### src/hdl/tdc_pkg.sv
// ----------------------------------------------------------------------------
// tdc_pkg
// Shared types and constants for the thermostat and defrost controller.
// ----------------------------------------------------------------------------
package tdc_pkg;

   typedef enum logic [1:0] {
      MODE_IDLE    = 2'd0,
      MODE_COOLING = 2'd1,
      MODE_WAITING = 2'd2,
      MODE_DEFROST = 2'd3
   } mode_type;

   localparam logic CMD_SAMPLE = 1'b0;
   localparam logic CMD_FORCE  = 1'b1;

   // register indexes, byte address is 4 * index
   localparam logic [2:0] REG_SETPOINT   = 3'd0;
   localparam logic [2:0] REG_HYSTERESIS = 3'd1;
   localparam logic [2:0] REG_INTERVAL   = 3'd2;
   localparam logic [2:0] REG_START_TH   = 3'd3;
   localparam logic [2:0] REG_STOP_TEMP  = 3'd4;
   localparam logic [2:0] REG_MAX_TIME   = 3'd5;

   localparam logic [8:0]  HYST_MIN = 9'd10;
   localparam logic [8:0]  HYST_MAX = 9'd500;

   localparam logic [15:0] RST_SETPOINT   = 16'h0000;
   localparam logic [8:0]  RST_HYSTERESIS = 9'd200;
   localparam logic [19:0] RST_INTERVAL   = 20'd86400;
   localparam logic [15:0] RST_START_TH   = 16'hFB50;  // -12.00 C
   localparam logic [15:0] RST_STOP_TEMP  = 16'h0000;
   localparam logic [11:0] RST_MAX_TIME   = 12'd300;

   typedef struct packed {
      logic [15:0] setpoint;
      logic [8:0]  hysteresis;
      logic [19:0] defrost_interval_seconds;
      logic [15:0] defrost_start_threshold;
      logic [15:0] defrost_stop_temperature;
      logic [11:0] defrost_max_seconds;
   } cfg_type;

   typedef struct packed {
      logic        command;
      logic [31:0] now_seconds;
      logic [15:0] probe_one_temp;
      logic [15:0] probe_two_temp;
      logic        probe_one_valid;
      logic        probe_two_valid;
   } item_type;

   typedef struct packed {
      logic        compressor_drive;
      logic        heater_drive;
      logic [1:0]  mode;
      logic        update_ok;
      logic [19:0] seconds_to_defrost;
      logic [31:0] cooling_count;
      logic [31:0] defrost_count;
      logic [31:0] defrost_cut_count;
   } result_type;

endpackage

### src/hdl/tdc_csr.sv
// ----------------------------------------------------------------------------
// tdc_csr
// Configuration registers behind the bus port, hysteresis clamped on write.
// ----------------------------------------------------------------------------
module tdc_csr
   import tdc_pkg::*;
(
   input  logic        clock,
   input  logic        reset,
   input  logic        psel,
   input  logic        penable,
   input  logic        pwrite,
   input  logic [4:0]  paddr,
   input  logic [31:0] pwdata,
   output logic [31:0] prdata,
   output logic        pready,
   output cfg_type     cfg
);

   cfg_type    cfg_ff;
   cfg_type    cfg_in;
   logic       wr_en;
   logic [2:0] reg_idx;
   logic [8:0] hyst_wr;

   assign pready  = 1'b1;
   assign wr_en   = psel & penable & pwrite;
   assign reg_idx = paddr[4:2];
   assign cfg     = cfg_ff;

   always_comb begin
      hyst_wr = pwdata[8:0];
      if (hyst_wr < HYST_MIN) begin
         hyst_wr = HYST_MIN;
      end else if (hyst_wr > HYST_MAX) begin
         hyst_wr = HYST_MAX;
      end
   end

   always_comb begin
      cfg_in = cfg_ff;
      if (wr_en) begin
         case (reg_idx)
            REG_SETPOINT:   cfg_in.setpoint                 = pwdata[15:0];
            REG_HYSTERESIS: cfg_in.hysteresis               = hyst_wr;
            REG_INTERVAL:   cfg_in.defrost_interval_seconds = pwdata[19:0];
            REG_START_TH:   cfg_in.defrost_start_threshold  = pwdata[15:0];
            REG_STOP_TEMP:  cfg_in.defrost_stop_temperature = pwdata[15:0];
            REG_MAX_TIME:   cfg_in.defrost_max_seconds      = pwdata[11:0];
            default:        cfg_in = cfg_ff;
         endcase
      end
   end

   always_ff @(posedge clock) begin
      if (reset) begin
         cfg_ff.setpoint                 <= RST_SETPOINT;
         cfg_ff.hysteresis               <= RST_HYSTERESIS;
         cfg_ff.defrost_interval_seconds <= RST_INTERVAL;
         cfg_ff.defrost_start_threshold  <= RST_START_TH;
         cfg_ff.defrost_stop_temperature <= RST_STOP_TEMP;
         cfg_ff.defrost_max_seconds      <= RST_MAX_TIME;
      end else begin
         cfg_ff <= cfg_in;
      end
   end

   // signed registers read back sign extended
   always_comb begin
      case (reg_idx)
         REG_SETPOINT:   prdata = {{16{cfg_ff.setpoint[15]}}, cfg_ff.setpoint};
         REG_HYSTERESIS: prdata = {23'd0, cfg_ff.hysteresis};
         REG_INTERVAL:   prdata = {12'd0, cfg_ff.defrost_interval_seconds};
         REG_START_TH:   prdata = {{16{cfg_ff.defrost_start_threshold[15]}},
                                   cfg_ff.defrost_start_threshold};
         REG_STOP_TEMP:  prdata = {{16{cfg_ff.defrost_stop_temperature[15]}},
                                   cfg_ff.defrost_stop_temperature};
         REG_MAX_TIME:   prdata = {20'd0, cfg_ff.defrost_max_seconds};
         default:        prdata = 32'd0;
      endcase
   end

endmodule

### src/hdl/tdc_core.sv
// ----------------------------------------------------------------------------
// tdc_core
// Controller state and the combinational update for one item.
// ----------------------------------------------------------------------------
module tdc_core
   import tdc_pkg::*;
(
   input  logic       clock,
   input  logic       reset,
   input  logic       advance,
   input  item_type   item,
   input  cfg_type    cfg,
   output result_type result
);

   mode_type    mode_ff, mode_in;
   logic        comp_ff, comp_in;
   logic        heater_ff, heater_in;
   logic        due_ff, due_in;
   logic [31:0] last_stamp_ff, last_stamp_in;
   logic [31:0] begin_stamp_ff, begin_stamp_in;
   logic [31:0] cooling_cnt_ff, cooling_cnt_in;
   logic [31:0] defrost_cnt_ff, defrost_cnt_in;
   logic [31:0] cut_cnt_ff, cut_cnt_in;

   logic [31:0]        interval32;
   logic [31:0]        elapsed;
   logic [31:0]        run_time;
   logic signed [17:0] t1_ext;
   logic signed [17:0] sp_ext;
   logic signed [17:0] upper;
   logic signed [15:0] t2_s;
   logic               ok;
   logic               stamp_now;
   logic [19:0]        left;

   assign interval32 = {12'd0, cfg.defrost_interval_seconds};
   assign elapsed    = item.now_seconds - last_stamp_ff;
   assign run_time   = item.now_seconds - begin_stamp_ff;
   assign t1_ext     = $signed({{2{item.probe_one_temp[15]}}, item.probe_one_temp});
   assign sp_ext     = $signed({{2{cfg.setpoint[15]}}, cfg.setpoint});
   assign upper      = sp_ext + $signed({9'd0, cfg.hysteresis});
   assign t2_s       = $signed(item.probe_two_temp);

   always_comb begin
      mode_in        = mode_ff;
      comp_in        = comp_ff;
      heater_in      = heater_ff;
      due_in         = due_ff;
      last_stamp_in  = last_stamp_ff;
      begin_stamp_in = begin_stamp_ff;
      cooling_cnt_in = cooling_cnt_ff;
      defrost_cnt_in = defrost_cnt_ff;
      cut_cnt_in     = cut_cnt_ff;
      ok             = 1'b1;
      stamp_now      = 1'b0;
      if (item.command == CMD_FORCE) begin
         due_in        = 1'b1;
         last_stamp_in = item.now_seconds - interval32;
      end else begin
         if (elapsed >= interval32) begin
            due_in = 1'b1;
         end
         if (mode_ff == MODE_DEFROST) begin
            if (item.probe_two_valid &&
                t2_s >= $signed(cfg.defrost_stop_temperature)) begin
               mode_in       = MODE_IDLE;
               heater_in     = 1'b0;
               due_in        = 1'b0;
               last_stamp_in = item.now_seconds;
               stamp_now     = 1'b1;
               cut_cnt_in    = cut_cnt_ff + 32'd1;
            end else if (run_time >= {20'd0, cfg.defrost_max_seconds}) begin
               mode_in       = MODE_IDLE;
               heater_in     = 1'b0;
               due_in        = 1'b0;
               last_stamp_in = item.now_seconds;
               stamp_now     = 1'b1;
            end
         end else if (due_in && item.probe_two_valid &&
                      t2_s <= $signed(cfg.defrost_start_threshold)) begin
            mode_in        = MODE_DEFROST;
            heater_in      = 1'b1;
            comp_in        = 1'b0;
            begin_stamp_in = item.now_seconds;
            defrost_cnt_in = defrost_cnt_ff + 32'd1;
         end else begin
            // evaporator too warm: skip this defrost and restart the interval
            if (due_in && item.probe_two_valid) begin
               due_in        = 1'b0;
               last_stamp_in = item.now_seconds;
               stamp_now     = 1'b1;
            end
            if (!item.probe_one_valid) begin
               ok = 1'b0;
               if (comp_ff) begin
                  comp_in = 1'b0;
                  mode_in = MODE_IDLE;
               end
            end else if (t1_ext > upper) begin
               if (!comp_ff) begin
                  comp_in        = 1'b1;
                  mode_in        = MODE_COOLING;
                  cooling_cnt_in = cooling_cnt_ff + 32'd1;
               end
            end else if ($signed(item.probe_one_temp) < $signed(cfg.setpoint)) begin
               if (comp_ff) begin
                  comp_in = 1'b0;
                  mode_in = MODE_WAITING;
               end
            end
         end
      end
   end

   // elapsed after the update is the full interval on force, zero when restamped
   always_comb begin
      if (item.command == CMD_FORCE) begin
         left = 20'd0;
      end else if (stamp_now) begin
         left = cfg.defrost_interval_seconds;
      end else if (elapsed >= interval32) begin
         left = 20'd0;
      end else begin
         left = cfg.defrost_interval_seconds - elapsed[19:0];
      end
   end

   always_comb begin
      result.compressor_drive   = (mode_in == MODE_DEFROST) ? 1'b0 : comp_in;
      result.heater_drive       = heater_in;
      result.mode               = mode_in;
      result.update_ok          = ok;
      result.seconds_to_defrost = left;
      result.cooling_count      = cooling_cnt_in;
      result.defrost_count      = defrost_cnt_in;
      result.defrost_cut_count  = cut_cnt_in;
   end

   always_ff @(posedge clock) begin
      if (reset) begin
         mode_ff        <= MODE_IDLE;
         comp_ff        <= 1'b0;
         heater_ff      <= 1'b0;
         due_ff         <= 1'b0;
         last_stamp_ff  <= 32'd0;
         begin_stamp_ff <= 32'd0;
         cooling_cnt_ff <= 32'd0;
         defrost_cnt_ff <= 32'd0;
         cut_cnt_ff     <= 32'd0;
      end else if (advance) begin
         mode_ff        <= mode_in;
         comp_ff        <= comp_in;
         heater_ff      <= heater_in;
         due_ff         <= due_in;
         last_stamp_ff  <= last_stamp_in;
         begin_stamp_ff <= begin_stamp_in;
         cooling_cnt_ff <= cooling_cnt_in;
         defrost_cnt_ff <= defrost_cnt_in;
         cut_cnt_ff     <= cut_cnt_in;
      end
   end

   a_heater_means_defrost: assert property (@(posedge clock) disable iff (reset)
      heater_ff == (mode_ff == MODE_DEFROST))
      else $error("heater state disagrees with defrost mode");

   a_comp_means_cooling: assert property (@(posedge clock) disable iff (reset)
      comp_ff == (mode_ff == MODE_COOLING))
      else $error("compressor state disagrees with cooling mode");

   a_counters_hold: assert property (@(posedge clock) disable iff (reset)
      !advance |=> ($stable(cooling_cnt_ff) && $stable(defrost_cnt_ff) &&
                    $stable(cut_cnt_ff)))
      else $error("counter moved without an item");

   a_defrost_start_counts: assert property (@(posedge clock) disable iff (reset)
      (advance && mode_ff != MODE_DEFROST && mode_in == MODE_DEFROST)
      |=> defrost_cnt_ff == $past(defrost_cnt_ff) + 32'd1)
      else $error("defrost start not counted");

endmodule

### src/hdl/thermostat_defrost_controller.sv
// ----------------------------------------------------------------------------
// thermostat_defrost_controller
// Refrigeration thermostat with hysteresis and a timed heater defrost cycle.
// ----------------------------------------------------------------------------
// Usage:
//   req_* carries one item: a probe sample (command 0) or a force-defrost
//   request (command 1). rsp_* returns exactly one result per item: drive
//   outputs, mode, seconds to the next defrost and three wrapping counters.
//   Both channels use valid/ready. The configuration registers sit behind
//   the psel/penable bus at byte address 4 * index; the user must write them
//   only while no item is in flight, as the block does not enforce it.
//   An accepted item is held in the input register, and the state update
//   writes the result register once that register is free or draining. One
//   item per cycle is sustained while rsp_ready stays high; the state update
//   is a single compare/subtract pass, so an item sees the state left by the
//   one before it.
//   While rsp_ready is low a finished result waits in the output register;
//   one more item is still taken into the input register, then req_ready
//   drops until the result leaves.
//   Reset clears the controller state, counters and registers to defaults.
// ----------------------------------------------------------------------------
module thermostat_defrost_controller
   import tdc_pkg::*;
(
   input  logic        clock,
   input  logic        reset,
   input  logic        req_valid,
   output logic        req_ready,
   input  logic        req_command,
   input  logic [31:0] req_now_seconds,
   input  logic signed [15:0] req_probe_one_temp,
   input  logic signed [15:0] req_probe_two_temp,
   input  logic        req_probe_one_valid,
   input  logic        req_probe_two_valid,
   output logic        rsp_valid,
   input  logic        rsp_ready,
   output logic        rsp_compressor_drive,
   output logic        rsp_heater_drive,
   output logic [1:0]  rsp_mode,
   output logic        rsp_update_ok,
   output logic [19:0] rsp_seconds_to_defrost,
   output logic [31:0] rsp_cooling_count,
   output logic [31:0] rsp_defrost_count,
   output logic [31:0] rsp_defrost_cut_count,
   input  logic        psel,
   input  logic        penable,
   input  logic        pwrite,
   input  logic [4:0]  paddr,
   input  logic [31:0] pwdata,
   output logic [31:0] prdata,
   output logic        pready
);

   cfg_type    cfg;
   item_type   item_ff;
   logic       item_valid_ff, item_valid_in;
   result_type result;
   result_type result_ff;
   logic       rsp_valid_ff, rsp_valid_in;
   logic       advance;
   logic       take;

   tdc_csr u_csr (
      .clock   (clock),
      .reset   (reset),
      .psel    (psel),
      .penable (penable),
      .pwrite  (pwrite),
      .paddr   (paddr),
      .pwdata  (pwdata),
      .prdata  (prdata),
      .pready  (pready),
      .cfg     (cfg)
   );

   // item moves into the result register when that register is free or draining
   assign advance   = item_valid_ff & (~rsp_valid_ff | rsp_ready);
   assign req_ready = ~item_valid_ff | advance;
   assign take      = req_valid & req_ready;

   always_comb begin
      item_valid_in = item_valid_ff;
      if (take) begin
         item_valid_in = 1'b1;
      end else if (advance) begin
         item_valid_in = 1'b0;
      end
   end

   always_comb begin
      rsp_valid_in = rsp_valid_ff;
      if (advance) begin
         rsp_valid_in = 1'b1;
      end else if (rsp_ready) begin
         rsp_valid_in = 1'b0;
      end
   end

   always_ff @(posedge clock) begin
      if (reset) begin
         item_valid_ff <= 1'b0;
         rsp_valid_ff  <= 1'b0;
      end else begin
         item_valid_ff <= item_valid_in;
         rsp_valid_ff  <= rsp_valid_in;
      end
   end

   always_ff @(posedge clock) begin
      if (take) begin
         item_ff.command         <= req_command;
         item_ff.now_seconds     <= req_now_seconds;
         item_ff.probe_one_temp  <= req_probe_one_temp;
         item_ff.probe_two_temp  <= req_probe_two_temp;
         item_ff.probe_one_valid <= req_probe_one_valid;
         item_ff.probe_two_valid <= req_probe_two_valid;
      end
      if (advance) begin
         result_ff <= result;
      end
   end

   tdc_core u_core (
      .clock   (clock),
      .reset   (reset),
      .advance (advance),
      .item    (item_ff),
      .cfg     (cfg),
      .result  (result)
   );

   assign rsp_valid              = rsp_valid_ff;
   assign rsp_compressor_drive   = result_ff.compressor_drive;
   assign rsp_heater_drive       = result_ff.heater_drive;
   assign rsp_mode               = result_ff.mode;
   assign rsp_update_ok          = result_ff.update_ok;
   assign rsp_seconds_to_defrost = result_ff.seconds_to_defrost;
   assign rsp_cooling_count      = result_ff.cooling_count;
   assign rsp_defrost_count      = result_ff.defrost_count;
   assign rsp_defrost_cut_count  = result_ff.defrost_cut_count;

endmodule

### config.mk
export PLATFORM = sky130hd
export DESIGN_NAME = thermostat_defrost_controller
export DESIGN_NICKNAME = d
export VERILOG_FILES = /design/src/hdl/tdc_pkg.sv /design/src/hdl/tdc_csr.sv /design/src/hdl/tdc_core.sv /design/src/hdl/thermostat_defrost_controller.sv
export SDC_FILE = /design/constraint.sdc
export NUM_CORES = 1
export LEC_CHECK = 0
export BUFFER_PORTS_ARGS = -buffer_cell sky130_fd_sc_hd__clkbuf_2
export CORE_MARGIN = 10
export CORE_UTILIZATION = 45
export DETAILED_ROUTE_END_ITERATION = 8
export SYNTH_ARGS = -nofsm -noshare
export SYNTH_HDL_FRONTEND = slang
export SYNTH_SLANG_ARGS = --single-unit
### constraint.sdc
create_clock -name clock -period 7.15 [get_ports clock]
set_input_delay 0.3575 -clock clock [delete_from_list [all_inputs] [get_ports clock]]
set_output_delay 0.3575 -clock clock [all_outputs]
set_load 0.01 [all_outputs]
Word-level counts from Yosys, hierarchy flattened
Index checks and enable logic that the tools add are counted.
W data, S select, Z words.
{ "classes": {"addsub": 8, "order_cmp": 8, "eq_ne": 9, "muxes": 64, "bitwise": 10, "reduce_logical": 16} }
{ "op_table": {"columns": ["op", "n"], "rows": [
  ["$mux W32", 18],
  ["$pmux W32 S6", 1],
  ["$add A32 B1 Y32 const B", 3],
  ["$sub A32 B32 Y32", 2],
  ["$mux W20", 2],
  ["$ge A32 B12 Y1", 1],
  ["$ge A32 B20 Y1", 1],
  ["$sub A32 B20 Y32", 1],
  ["$mux W1", 30],
  ["$mux W2", 11],
  ["$sub A20 B20 Y20", 1],
  ["$mux W9", 2],
  ["$add A16 B10 Y17", 1],
  ["$gt A16 B17 Y1", 1],
  ["$ge A16 B16 Y1", 1],
  ["$le A16 B16 Y1", 1],
  ["$lt A16 B16 Y1", 1],
  ["$reduce_and A2 Y1", 6],
  ["$gt A9 B9 Y1 const B", 1],
  ["$lt A9 B4 Y1 const B", 1],
  ["$reduce_and A4 Y1", 2],
  ["$eq A3 B2 Y1 const B", 2],
  ["$eq A3 B3 Y1 const B", 2],
  ["$and A1 B1 Y1", 4],
  ["11 further kinds", 19]
]} }
{ "totals": {"reg_bits": 444, "input_bits": 111, "output_inout_bits": 156, "wordCells": 146} }

Depth between registers and ports, before layout
Gate-level depths: netlist of run 1.
{ "logic_depth": {"ltp_word": 10, "mapped_depth": 27, "depth_no_buf": 27} }

Cells and area by module
A second synthesis of run 1 with hierarchy kept.
{ "unflattened": {"hier_cells": 3054, "hier_area_um2": 27985.6} }
{ "modules_own_cells": {"columns": ["mod", "n_inst", "cells_per_inst", "area_per_inst_um2", "seq_area_each_um2"], "rows": [
  ["tdc_core", 1, 2367, 18078.6, 3303.2],
  ["thermostat_defrost_controller", 1, 198, 5749.3, 5685.5],
  ["tdc_csr", 1, 489, 4157.7, 1781.7]
]} }

Worst setup path before layout of run 1
No wires, ideal clock.
{ "synth_path": {"path_kind": "reg-to-reg", "from": "register u_csr.cfg_ff, in the netlist u_csr.cfg[73]", "to": "register result_ff, in the netlist rsp_cooling_count[1] (data pin)", "setup_ps": 260, "arrival_time_ps": 5248, "required_time_ps": 6890, "setup_slack_ps": 1642, "stages_incl_launch_ff": 26, "path_buffers": 1, "period_less_slack_ps": 5508, "cell_sequence": "dfxtp_1 ha_1 inv_1 fa_1 inv_1 a21oi_1 o21ai_0 a21oi_1 o21ai_0 a21oi_1 o21ai_0 a21o_1 nand2_1 or3_1 or3_1 xnor2_1 ha_1 a21o_1 a211o_1 a211oi_1 a21oi_1 o21ai_0 nor3_1 o21ai_2 clkbuf_1 mux2_2"} }
{ "synth_rtl": {"columns": ["element", "line_no", "rtl"], "rows": [
  ["from (decl)", "tdc_csr.sv:20", "cfg_type cfg_ff;"],
  ["from (signal assigned)", "tdc_csr.sv:64", "cfg_ff <= cfg_in;"],
  ["to (signal assigned)", "thermostat_defrost_controller.sv:119", "result_ff <= result;"],
  ["to (decl)", "thermostat_defrost_controller.sv:58", "result_type result_ff;"]
]} }

Worst setup path after layout of run 1
{ "layout_path": {"from": "register item_ff[38] (netlist name)", "to": "register u_core.cooling_cnt_ff[26]"} }
{ "layout_between": {"elab_chain_cells": 9} }
{ "layout_lines": {"columns": ["element", "line_no", "rtl"], "rows": [
  ["from (decl)", "thermostat_defrost_controller.sv:55", "item_type item_ff;"],
  ["$sub A32 B32 Y32", "tdc_core.sv:38", "assign elapsed = item.now_seconds - last_stamp_ff;"],
  ["$ge A32 B20 Y1", "tdc_core.sv:61", "if (elapsed >= interval32) begin"],
  ["$mux W1", "tdc_core.sv:61", null],
  ["$mux W1", "tdc_core.sv:57", "if (item.command == CMD_FORCE) begin"],
  ["$logic_and A1 B1 Y1 (2 in series)", "tdc_core.sv:80", "end else if (due_in && item.probe_two_valid &&"],
  ["$mux W32", "tdc_core.sv:80", null],
  ["$mux W32", "tdc_core.sv:64", "if (mode_ff == MODE_DEFROST) begin"],
  ["$mux W32", "tdc_core.sv:57", null],
  ["to (signal assigned)", "tdc_core.sv:158", "cooling_cnt_ff <= cooling_cnt_in;"],
  ["to (decl)", "tdc_core.sv:22", "logic [31:0] cooling_cnt_ff, cooling_cnt_in;"]
]} }
No other way between the ends. The select of a mux whose other input is x is not followed.
A chain may end at the register's enable or synchronous reset.

==> impl_metrics.csv, run 1 <==
group,metric,value,unit
global_route,grt_pass1_vias,23477,
sta,hold_viol,0,
worst_hold_path,min_to,"u_csr.cfg[60]",
detailed_routing,dr.pass1.iters,5,
detailed_routing,post_drt_wl_per_cell,19.5,um
clock_network,clock_path_buffers,3,
synth,synth_seq_area_share,38.5,%
clock_network,cts_setup_buffers,0,
synth,synth_cell_types,86,
sta,fin_skew,27.5,ps
power,total_power,6690,uW
worst_hold_path,holdCritStartpoint,"pwdata[16]",
detailed_routing,num_vias,24187,
floorplanning,pin_count,267,
global_route,overflow,0,
sta,finalSetupViolations,0,
detailed_routing,route.antenna.remaining_nets,0,
floorplanning,chipHeight,269,um
synth,synth.avg_cell_area,8.77,um^2
place,gp_congestion,0.931,
setup_path,required,7680,ps
setup_path,cp.arrival,6990,ps
sta,maxSlewViolCount,0,
detailed_routing,via_per_inst,5.57,
layout,nNetsFinal,3785,
layout,fillers,5585,
synth,synth-edff-count,188,
place,port_buffers,251,
sta,tightest_slew,1110,ps
floorplanning,dieArea,72600,um^2
clock_network,cts_buffers,52,
flow_run,drv_cap,0,
global_route,grt_usage,22.3,%
clock_network,cts.clk_slew.worst_paths,60,ps
setup_path,crit_top_cell,"a21oi_1",
setup_path,critPathLaunchType,"flip-flop",
setup_path,regToRegSetupSlack,690,ps
power,p_leak,0.0127,uW
synth,syn_inst,3193,
clock_network,cts_root_buf,"clkbuf_16",
setup_path,critPathMaxStageDelay,490,ps
setup_path,r2r-end,"u_core.cooling_cnt_ff[26]",
setup_path,critPathBufInv,2,
floorplanning,coreArea,61600,um^2
worst_hold_path,hold_depth,3,
global_route,grt_antenna_before_repair,1,
layout,regArea,10800,um^2
setup_path,ff2ff_path_depth,22,
sta,min_period,6460,ps
clock_network,htreeDepth,2,
sta,fin_crit_sh,90.3,%
sta,rsz0062_at_grt,"false",
detailed_routing,drt_iter0_drc,1973,
power,ir_drop,169,uV
sta,fmax,155,MHz
sta,tns,0,ps
setup_path,path_cells,"ha_1 > a21o_1 > or3_1 > o21ai_0 > o21ai_1 > a21oi_1 > xnor2_1 > ha_1 > a21oi_1 > nor2b_1 > o21ai_0 > nand4_1 > or4_1 > a2111o_1 > nor4_2 > nand4_2 > nor3_4 > buf_4 > o21ai_2 > buf_4 > or4_1 > a21oi_1",
floorplanning,initial_core_util,45.4,%
floorplanning,fp.dieW,269,um
global_route,grt_first_pass_wirelength,132000,um
clock_network,cts_tree,"built",
setup_path,worstReg2RegStart,"item_ff[38]",
layout,layout-drive-gt1-share,12.8,%
setup_path,end_kind,"flip-flop",
floorplanning,rows,91,
setup_path,cp_max_fo,46,
global_route,grt_max_degree,115,
synth,ys_ff_latch,444,
layout,multiInputGateArea,15800,um^2
synth,yosysWarningCount,0,
synth,async_flop_share,0,%
sta,fin_ws,691,ps
sta,relSlewSlack,25.2,%
setup_path,path_depth,22,
layout,layout-area-overhead-vs-synth,16.4,%
place,dp_hpwl,63300,um
clock_network,clk_latency,610,ps
power,power_density,205,nW/um^2
setup_path,slowest_stage,"or4_1",
worst_hold_path,hold_path_class,"in2reg",
place,pre_cts_ws,538,ps
synth,netlist_area,28000,um^2
setup_path,critPathTopFamily,"simple AND/OR/NAND/NOR gates",
synth,synth_nets,3518,
detailed_routing,drcViolationCount,0,
synth,synth_flop_cell,"dfxtp_1",
outcome,status,"completed",
setup_path,crit_type,"reg2reg",
detailed_routing,routed_wl,84600,um
clock_network,cts.sinks,444,
==> cell families after synthesis <==
kind of cell	count (synthesis)	synth area share, %
muxes	86	3.16
other	1	0.0134
buffers and inverters	375	5.30
AOI/OAI and AO/OA	733	17.1
DFF	444	38.5
xor gates and xnor gates	237	7.44
adders and majority gates	214	9.70
and+or+nand+nor	1103	18.8
==> cell usage in the layout, fill, tap and decap left out, types with 47 or more instances in the layout <==
master,synthesis,layout
a21oi_1,236,236
nor3_1,70,67
dfxtp_1,256,256
clkbuf_16,0,56
a21o_1,50,50
o21ai_0,122,122
ha_1,209,209
o211ai_1,56,56
xor2_1,104,104
mux2i_1,75,75
xnor2_1,132,132
nor2_1,268,267
clkbuf_2,0,250
nand2_1,364,364
inv_1,219,217
dlygate4sd3_1,0,71
or3_1,47,47
edfxtp_1,188,188
nand3_1,73,73
==> cell usage after synthesis (all sizes together) (42+ instances only) <==
master | number | area [um^2]
xor2 | 105 | 927
nor2 | 268 | 1010
o21ai | 128 | 652
and3 | 42 | 263
nor3 | 72 | 377
o211ai | 56 | 420
nand4 | 43 | 275
clkbuf | 120 | 450
inv | 219 | 822
dfxtp | 256 | 5120
nand2 | 364 | 1370
edfxtp | 188 | 5650
a21o | 50 | 375
or3 | 47 | 294
nand3 | 73 | 365
ha | 209 | 2620
xnor2 | 132 | 1160
a21oi | 237 | 1190
mux2i | 75 | 751
==> repair_timing <==
action,CTS,global route
endpoints found under the setup margin,0,12
endpoints found under the hold margin,71,0
hold buffers,71,0
gates resized for setup,0,1
==> tightest hold or removal path: stages <==
cell      delay (ps)
clkbuf_2         130
nand2_1           60
o211ai_1          80
==> per-layer routing <==
metal	GRT usage, %	wire length, um
met3	3.66	4780
met5	0	0
met1	29.9	38900
met2	36.7	38700
met4	6.43	2160
==> area by class of cell <==
type	count	share of cell area, %
clock inverters	28	0.895
repair buffers	369	7.22
diodes	2	0.0154
multi-input cells	2374	48.5
inverters	219	2.54
clock buffers	69	4.57
flip-flops and latches	444	33.1
well taps	837	3.21
==> registers in the layout (all words and copies together), names as in the netlist, 2 cells and up <==
register	cells
u_core.cooling_cnt_ff	32
rsp_mode	2
u_core.last_stamp_ff	32
u_core.begin_stamp_ff	32
rsp_seconds_to_defrost	20
u_core.cut_cnt_ff	32
item_ff	67
u_core.defrost_cnt_ff	32
rsp_cooling_count	32
rsp_defrost_count	32
u_core.mode_ff	2
u_csr.cfg	89
rsp_defrost_cut_count	32
==> report_power, final <==
part | switching [uW] | internal, uW
clock network | 1100 | 1650
logic | 703 | 448
registers | 62.8 | 2720
==> how the worst max path moves through the flow <==
stage | from | to | slack, ps
3_5_place_dp | item_ff[34] | u_core.cooling_cnt_ff[24] | 540
4_1_cts | item_ff[34] | u_core.cooling_cnt_ff[18] | 510
6_report | item_ff[38] | u_core.cooling_cnt_ff[26] | 690
3_3_place_gp | item_ff[34] | u_core.cooling_cnt_ff[16] | 640
2_1_floorplan | u_csr.cfg[73] | rsp_cooling_count[1] | 1640
5_1_grt | item_ff[34] | u_core.cooling_cnt_ff[18] | 170
==> through the flow <==
step	instance area, um^2	hold WS [ps]	instances	utilization, %
3_5_place_dp	30100	454	4172	48.8
6_report	32600	55.9	4342	52.9
2_1_floorplan	28000	435	3193	-
5_1_grt	32600	47.2	4340	52.9
4_1_cts	32600	20.0	4340	52.9
3_3_place_gp	30100	442	4172	48.8
No activity file was read; power rests on OpenSTA's default activity.
==> inputs of run 2 (changes only) <==
==> constraint.sdc (replaced) <==
create_clock -name clock -period 7.3 [get_ports clock]
set_input_delay 0.365 -clock clock [delete_from_list [all_inputs] [get_ports clock]]
set_output_delay 0.365 -clock clock [all_outputs]
set_load 0.01 [all_outputs]
==> run 2 against run 1 <==
Sequential share of layout area up 0.083 points. Clock-buffer cell count down 9. Final cell count down 0.30%. Clock skew down 3.0 ps. Setup slack worse by 110 ps. Die area unchanged. Combinational power about the same. Non-clock buffer count down 9. Register-to-register slack worse by 110 ps. Cell area down 0.25%. Largest cell class unchanged. Largest power group unchanged.
==> impl_metrics.csv, run 2 (same netlist as run 1, synthesis figures left out) <==
group,metric,value,unit
clock_network,cts_resized,0,
clock_network,cts.clk_slew.worst_paths,60,ps
setup_path,crit_type,"reg2reg",
sta,fin_skew,24.5,ps
flow_run,drv_cap,0,
setup_path,cp_max_fo,41,
global_route,overflow,0,
worst_hold_path,hold_path_class,"in2reg",
floorplanning,coreArea,61600,um^2
sta,maxSlewViolCount,0,
detailed_routing,route.antenna.remaining_nets,0,
sta,relSlewSlack,28.5,%
setup_path,required,7750,ps
detailed_routing,num_vias,24365,
layout,final_common_cell,"nand2_1",
detailed_routing,drt_iter0_drc,2131,
floorplanning,rows,91,
sta,fin_crit_sh,92.1,%
place,dp_cells,4163,
global_route,grt_antenna_before_repair,1,
layout,layout-area-overhead-vs-synth,16.1,%
clock_network,cts_tree,"built",
power,ir_drop,157,uV
detailed_routing,via_per_inst,5.63,
floorplanning,chipHeight,269,um
sta,fin_ws,579,ps
sta,rsz0062_at_grt,"false",
sta,tightest_slew,1060,ps
clock_network,clock_path_buffers,3,
sta,min_period,6720,ps
floorplanning,initial_core_util,45.4,%
layout,nNetsFinal,3775,
floorplanning,pin_count,267,
global_route,grt_pass1_vias,23282,
clock_network,htreeDepth,2,
setup_path,end_kind,"flip-flop",
layout,layout_common_cells,"nand2_1 (364), nor2_1 (267), dfxtp_1 (256)",
layout,regArea,10800,um^2
power,power_density,202,nW/um^2
clock_network,clk_latency,600,ps
layout,n_antenna_cell,0,
place,port_buffers,251,
layout,layout-drive-gt1-share,12.6,%
global_route,grt_max_degree,95,
layout,fin_cells,4329,
layout,multiInputGateArea,15800,um^2
place,gp_congestion,0.916,
layout,largest_reg_flops,89,
outcome,status,"completed",
clock_network,cts_buffers,51,
detailed_routing,routed_wl,84200,um
clock_network,cts_root_buf,"clkbuf_16",
place,dp_hpwl,63100,um
sta,hold_viol,0,
layout,fillers,5733,
sta,fmax,149,MHz
setup_path,cp.arrival,7170,ps
place,pre_cts_ws,554,ps
sta,finalSetupViolations,0,
setup_path,critPathLaunchType,"flip-flop",
detailed_routing,dr.pass1.iters,7,
detailed_routing,post_drt_wl_per_cell,19.4,um
floorplanning,fp.dieW,269,um
global_route,grt_first_pass_wirelength,131000,um
clock_network,cts.sinks,444,
power,p_leak,0.0126,uW
floorplanning,dieArea,72600,um^2
sta,tns,0,ps
global_route,grt_usage,22.2,%
power,total_power,6580,uW
detailed_routing,drcViolationCount,0,
## run 2: cell count changes in the layout (fill, tap and decap cells not counted), moves of 2 or more
cell	change
buf_4	-8
bufinv_16	+3
clkbuf_1	-5
clkbuf_16	-4
clkinv_2	-2
clkinvlp_4	+3
diode_2	-2
## run 2: metrics by stage
step / util, % / hold slack [ps] / instance area, um^2
after floorplan: - / 435 / 28000
after global placement: 48.7 / 443 / 30000
after detailed placement: 48.7 / 449 / 30000
after CTS: 52.8 / 21.9 / 32500
after global routing: 52.8 / 30.2 / 32500
final: 52.8 / 57.6 / 32500
## run 2: critical path, stage by stage, from the launching register on
cell and delay, ps:
edfxtp_1 510, ha_1 400, a21o_1 180, or3_1 330, o21ai_0 450, o21ai_1 290, a21oi_1 350, xnor2_1 210
ha_1 340, a21oi_1 160, nor2b_1 50, o21ai_0 320, nand4_1 120, or4_1 500, a2111o_1 410, nor4_2 170
nand4_2 310, nor3_4 320, buf_4 320, nor4_2 90, buf_4 360, mux2i_1 250, nor2_1 50
## run 2: per-layer routing
metal  share of wire (%)  global-route usage [%]  vias to the layer above  wire length [um]
met3                 5.6                    2.92                      128              4690
met5                   0                       0                        -                 0
li1                    -                       -                    11909                 -
met2                  45                    36.0                      766             38300
met4                 2.7                    6.70                        0              2300
met1                  46                    30.3                    11562             38900
## run 2: report_power, final
part	internal [uW]	leakage, uW	total, uW	switching (uW)
sequential	2670	0.00381	2730	62.9
combinational	435	0.00797	1120	685
clock	1640	0.000868	2730	1090
total	4740	0.0126	6570	1840
## run 2: path summary, 6_finish.rpt
check | cells past startpoint | end | start | slack, ps
worst max-delay path | 22 | u_core.begin_stamp_ff[22] | item_ff[38] | 580
worst max register to register | 22 | u_core.begin_stamp_ff[22] | item_ff[38] | 580
worst min register to register | 2 | u_csr.cfg[4] | u_csr.cfg[4] | 460
worst min-delay path | 3 | u_csr.cfg[60] | pwdata[16] | 60
## run 2: timing repair
item | 4_1_cts | 5_1_grt
hold buffers | 71 | 0
setup buffers | 0 | 0
endpoints found under the hold margin | 71 | 0
## run 2: cell type report
type / count / area share [%]
clock inverters: 35 / 1.29
inverters: 219 / 2.55
repair buffers: 360 / 6.99
well taps: 837 / 3.22
clock buffers: 60 / 4.22
multi-input cells: 2374 / 48.6
flip-flops and latches: 444 / 33.1
==> inputs of run 3 (changes only) <==
--- a/config.mk
+++ b/config.mk
@@ -6,6 +6,7 @@
 export NUM_CORES = 1
 export LEC_CHECK = 0
 export BUFFER_PORTS_ARGS = -buffer_cell sky130_fd_sc_hd__clkbuf_2
+export CORE_ASPECT_RATIO = 1.25
 export CORE_MARGIN = 10
 export CORE_UTILIZATION = 45
 export DETAILED_ROUTE_END_ITERATION = 8
==> run 3 against run 2 <==
Setup slack lost 64 ps. Largest cell class unchanged. Sequential cell count is the same. Register-to-register slack lost 60 ps. Hold slack gained 13 ps. Final cell count is essentially flat. Combinational power is essentially flat. Sequential power is essentially flat. Largest power group unchanged.
==> impl_metrics.csv, run 3 (same netlist as run 1, synthesis figures left out) <==
group,metric,value,unit
layout,largest_reg_flops,89,
sta,finalSetupViolations,0,
sta,maxSlewViolCount,0,
layout,fin_cells,4325,
place,dp_cells,4159,
sta,fmax,147,MHz
clock_network,clk_latency,610,ps
clock_network,cts.sinks,444,
power,ir_drop,185,uV
global_route,overflow,0,
layout,layout-area-overhead-vs-synth,16.2,%
setup_path,slowest_stage,"or3_1",
setup_path,path_cells,"inv_1 > ha_1 > inv_1 > fa_1 > a211oi_1 > nor4_1 > nor4b_1 > nor2_1 > or2_2 > xor2_1 > ha_1 > a21oi_1 > nor2b_1 > o21ai_0 > nand4_1 > or4_1 > a2111o_1 > nor4_2 > nand4_2 > or3_1 > nand4_1 > or3_1 > a21oi_1",
global_route,grt_pass1_vias,24085,
layout,layout-drive-gt1-share,12.6,%
detailed_routing,dr.pass1.iters,5,
layout,nNetsFinal,3776,
clock_network,cts_root_buf,"clkbuf_16",
detailed_routing,drcViolationCount,0,
layout,layout_common_cells,"nand2_1 (364), nor2_1 (267), dfxtp_1 (256)",
setup_path,critPathMaxStageDelay,630,ps
setup_path,critPathLaunchType,"flip-flop",
place,dp_hpwl,64800,um
power,p_leak,0.0126,uW
outcome,status,"completed",
power,power_density,202,nW/um^2
sta,fin_skew,29.5,ps
floorplanning,coreArea,61800,um^2
place,gp_congestion,0.926,
sta,relSlewSlack,27.0,%
clock_network,cts_tree,"built",
sta,rsz0062_at_grt,"false",
setup_path,end_kind,"flip-flop",
sta,hold_viol,0,
sta,fin_crit_sh,92.9,%
floorplanning,rows,102,
floorplanning,chipHeight,299,um
detailed_routing,via_per_inst,5.59,
place,port_buffers,251,
global_route,grt_antenna_before_repair,1,
detailed_routing,routed_wl,85300,um
detailed_routing,num_vias,24193,
detailed_routing,drt_iter0_drc,1411,
floorplanning,fp.dieW,243,um
sta,min_period,6780,ps
sta,holdWs,70.4,ps
floorplanning,initial_core_util,45.3,%
power,total_power,6550,uW
setup_path,crit_type,"reg2reg",
global_route,grt_usage,22.7,%
detailed_routing,post_drt_wl_per_cell,19.7,um
detailed_routing,route.antenna.remaining_nets,0,
floorplanning,dieArea,72700,um^2
worst_hold_path,hold_path_class,"in2reg",
clock_network,cts.clk_slew.worst_paths,60,ps
clock_network,clock_path_buffers,3,
sta,tightest_slew,1090,ps
global_route,grt_first_pass_wirelength,134000,um
global_route,grt_max_degree,82,
setup_path,critPathTopFamily,"simple AND/OR/NAND/NOR gates",
setup_path,cp.arrival,7220,ps
clock_network,htreeDepth,2,
setup_path,required,7730,ps
layout,final_common_cell,"nand2_1",
sta,tns,0,ps
setup_path,cp_max_fo,9,
clock_network,cts_buffers,49,
flow_run,drv_cap,0,
setup_path,critPathBufInv,2,
floorplanning,pin_count,267,
-- run 3: tightest hold or removal path, delay by kind of cell --
| kind | cells | cell delay, ps |
|---|---|---|
| simple gates | 3 | 180 |
| buf+inv | 1 | 80 |
-- run 3: power breakdown --
group / total [uW] / switching [uW] / internal (uW)
Sequential: 2720 / 58.2 / 2670
Combinational: 1130 / 690 / 436
Clock: 2700 / 1090 / 1610
Total: 6550 / 1840 / 4710
-- run 3: final timing paths --
check,start,endpoint,slack [ps],depth (start not counted)
worst max register to register,item_ff[34],u_core.defrost_cnt_ff[11],520,23
worst min register to register,u_csr.cfg[14],u_csr.cfg[14],460,2
worst max-delay path,item_ff[34],u_core.defrost_cnt_ff[11],520,23
worst min-delay path,rsp_ready,rsp_valid,70,4
-- run 3: metrics by stage --
step | area (um^2) | utilization, % | setup WS, ps
2_1_floorplan | 28000 | - | 1790
3_3_place_gp | 30000 | 48.6 | 518
3_5_place_dp | 30000 | 48.6 | 404
4_1_cts | 32500 | 52.6 | 378
5_1_grt | 32500 | 52.6 | 39.8
6_report | 32500 | 52.6 | 516
-- run 3: layout make-up --
cell class                      count  area [um^2]
Clock inverter                     27          373
Inverter                          219          827
Multi-Input combinational cell   2374        15800
Timing Repair Buffer              363         2290
Clock buffer                       65         1400
Sequential cell                   444        10800
Tap cell                          832         1040
Antenna cell                        1         2.50
Fill cell                        5795        29200
-- run 3: layer usage --
metal	vias to the layer above	GRT usage [%]	wire length, um
li1	11916	-	-
met1	11512	27.2	36000
met2	618	39.7	41400
met3	147	3.52	4070
met4	0	10.1	3820
met5	-	0	0
-- run 3: repair_timing --
item,4_1_cts,5_1_grt
endpoints found under the setup margin,0,11
gates resized for setup,0,1
setup buffers,0,2
hold buffers,71,0
endpoints found under the hold margin,71,0
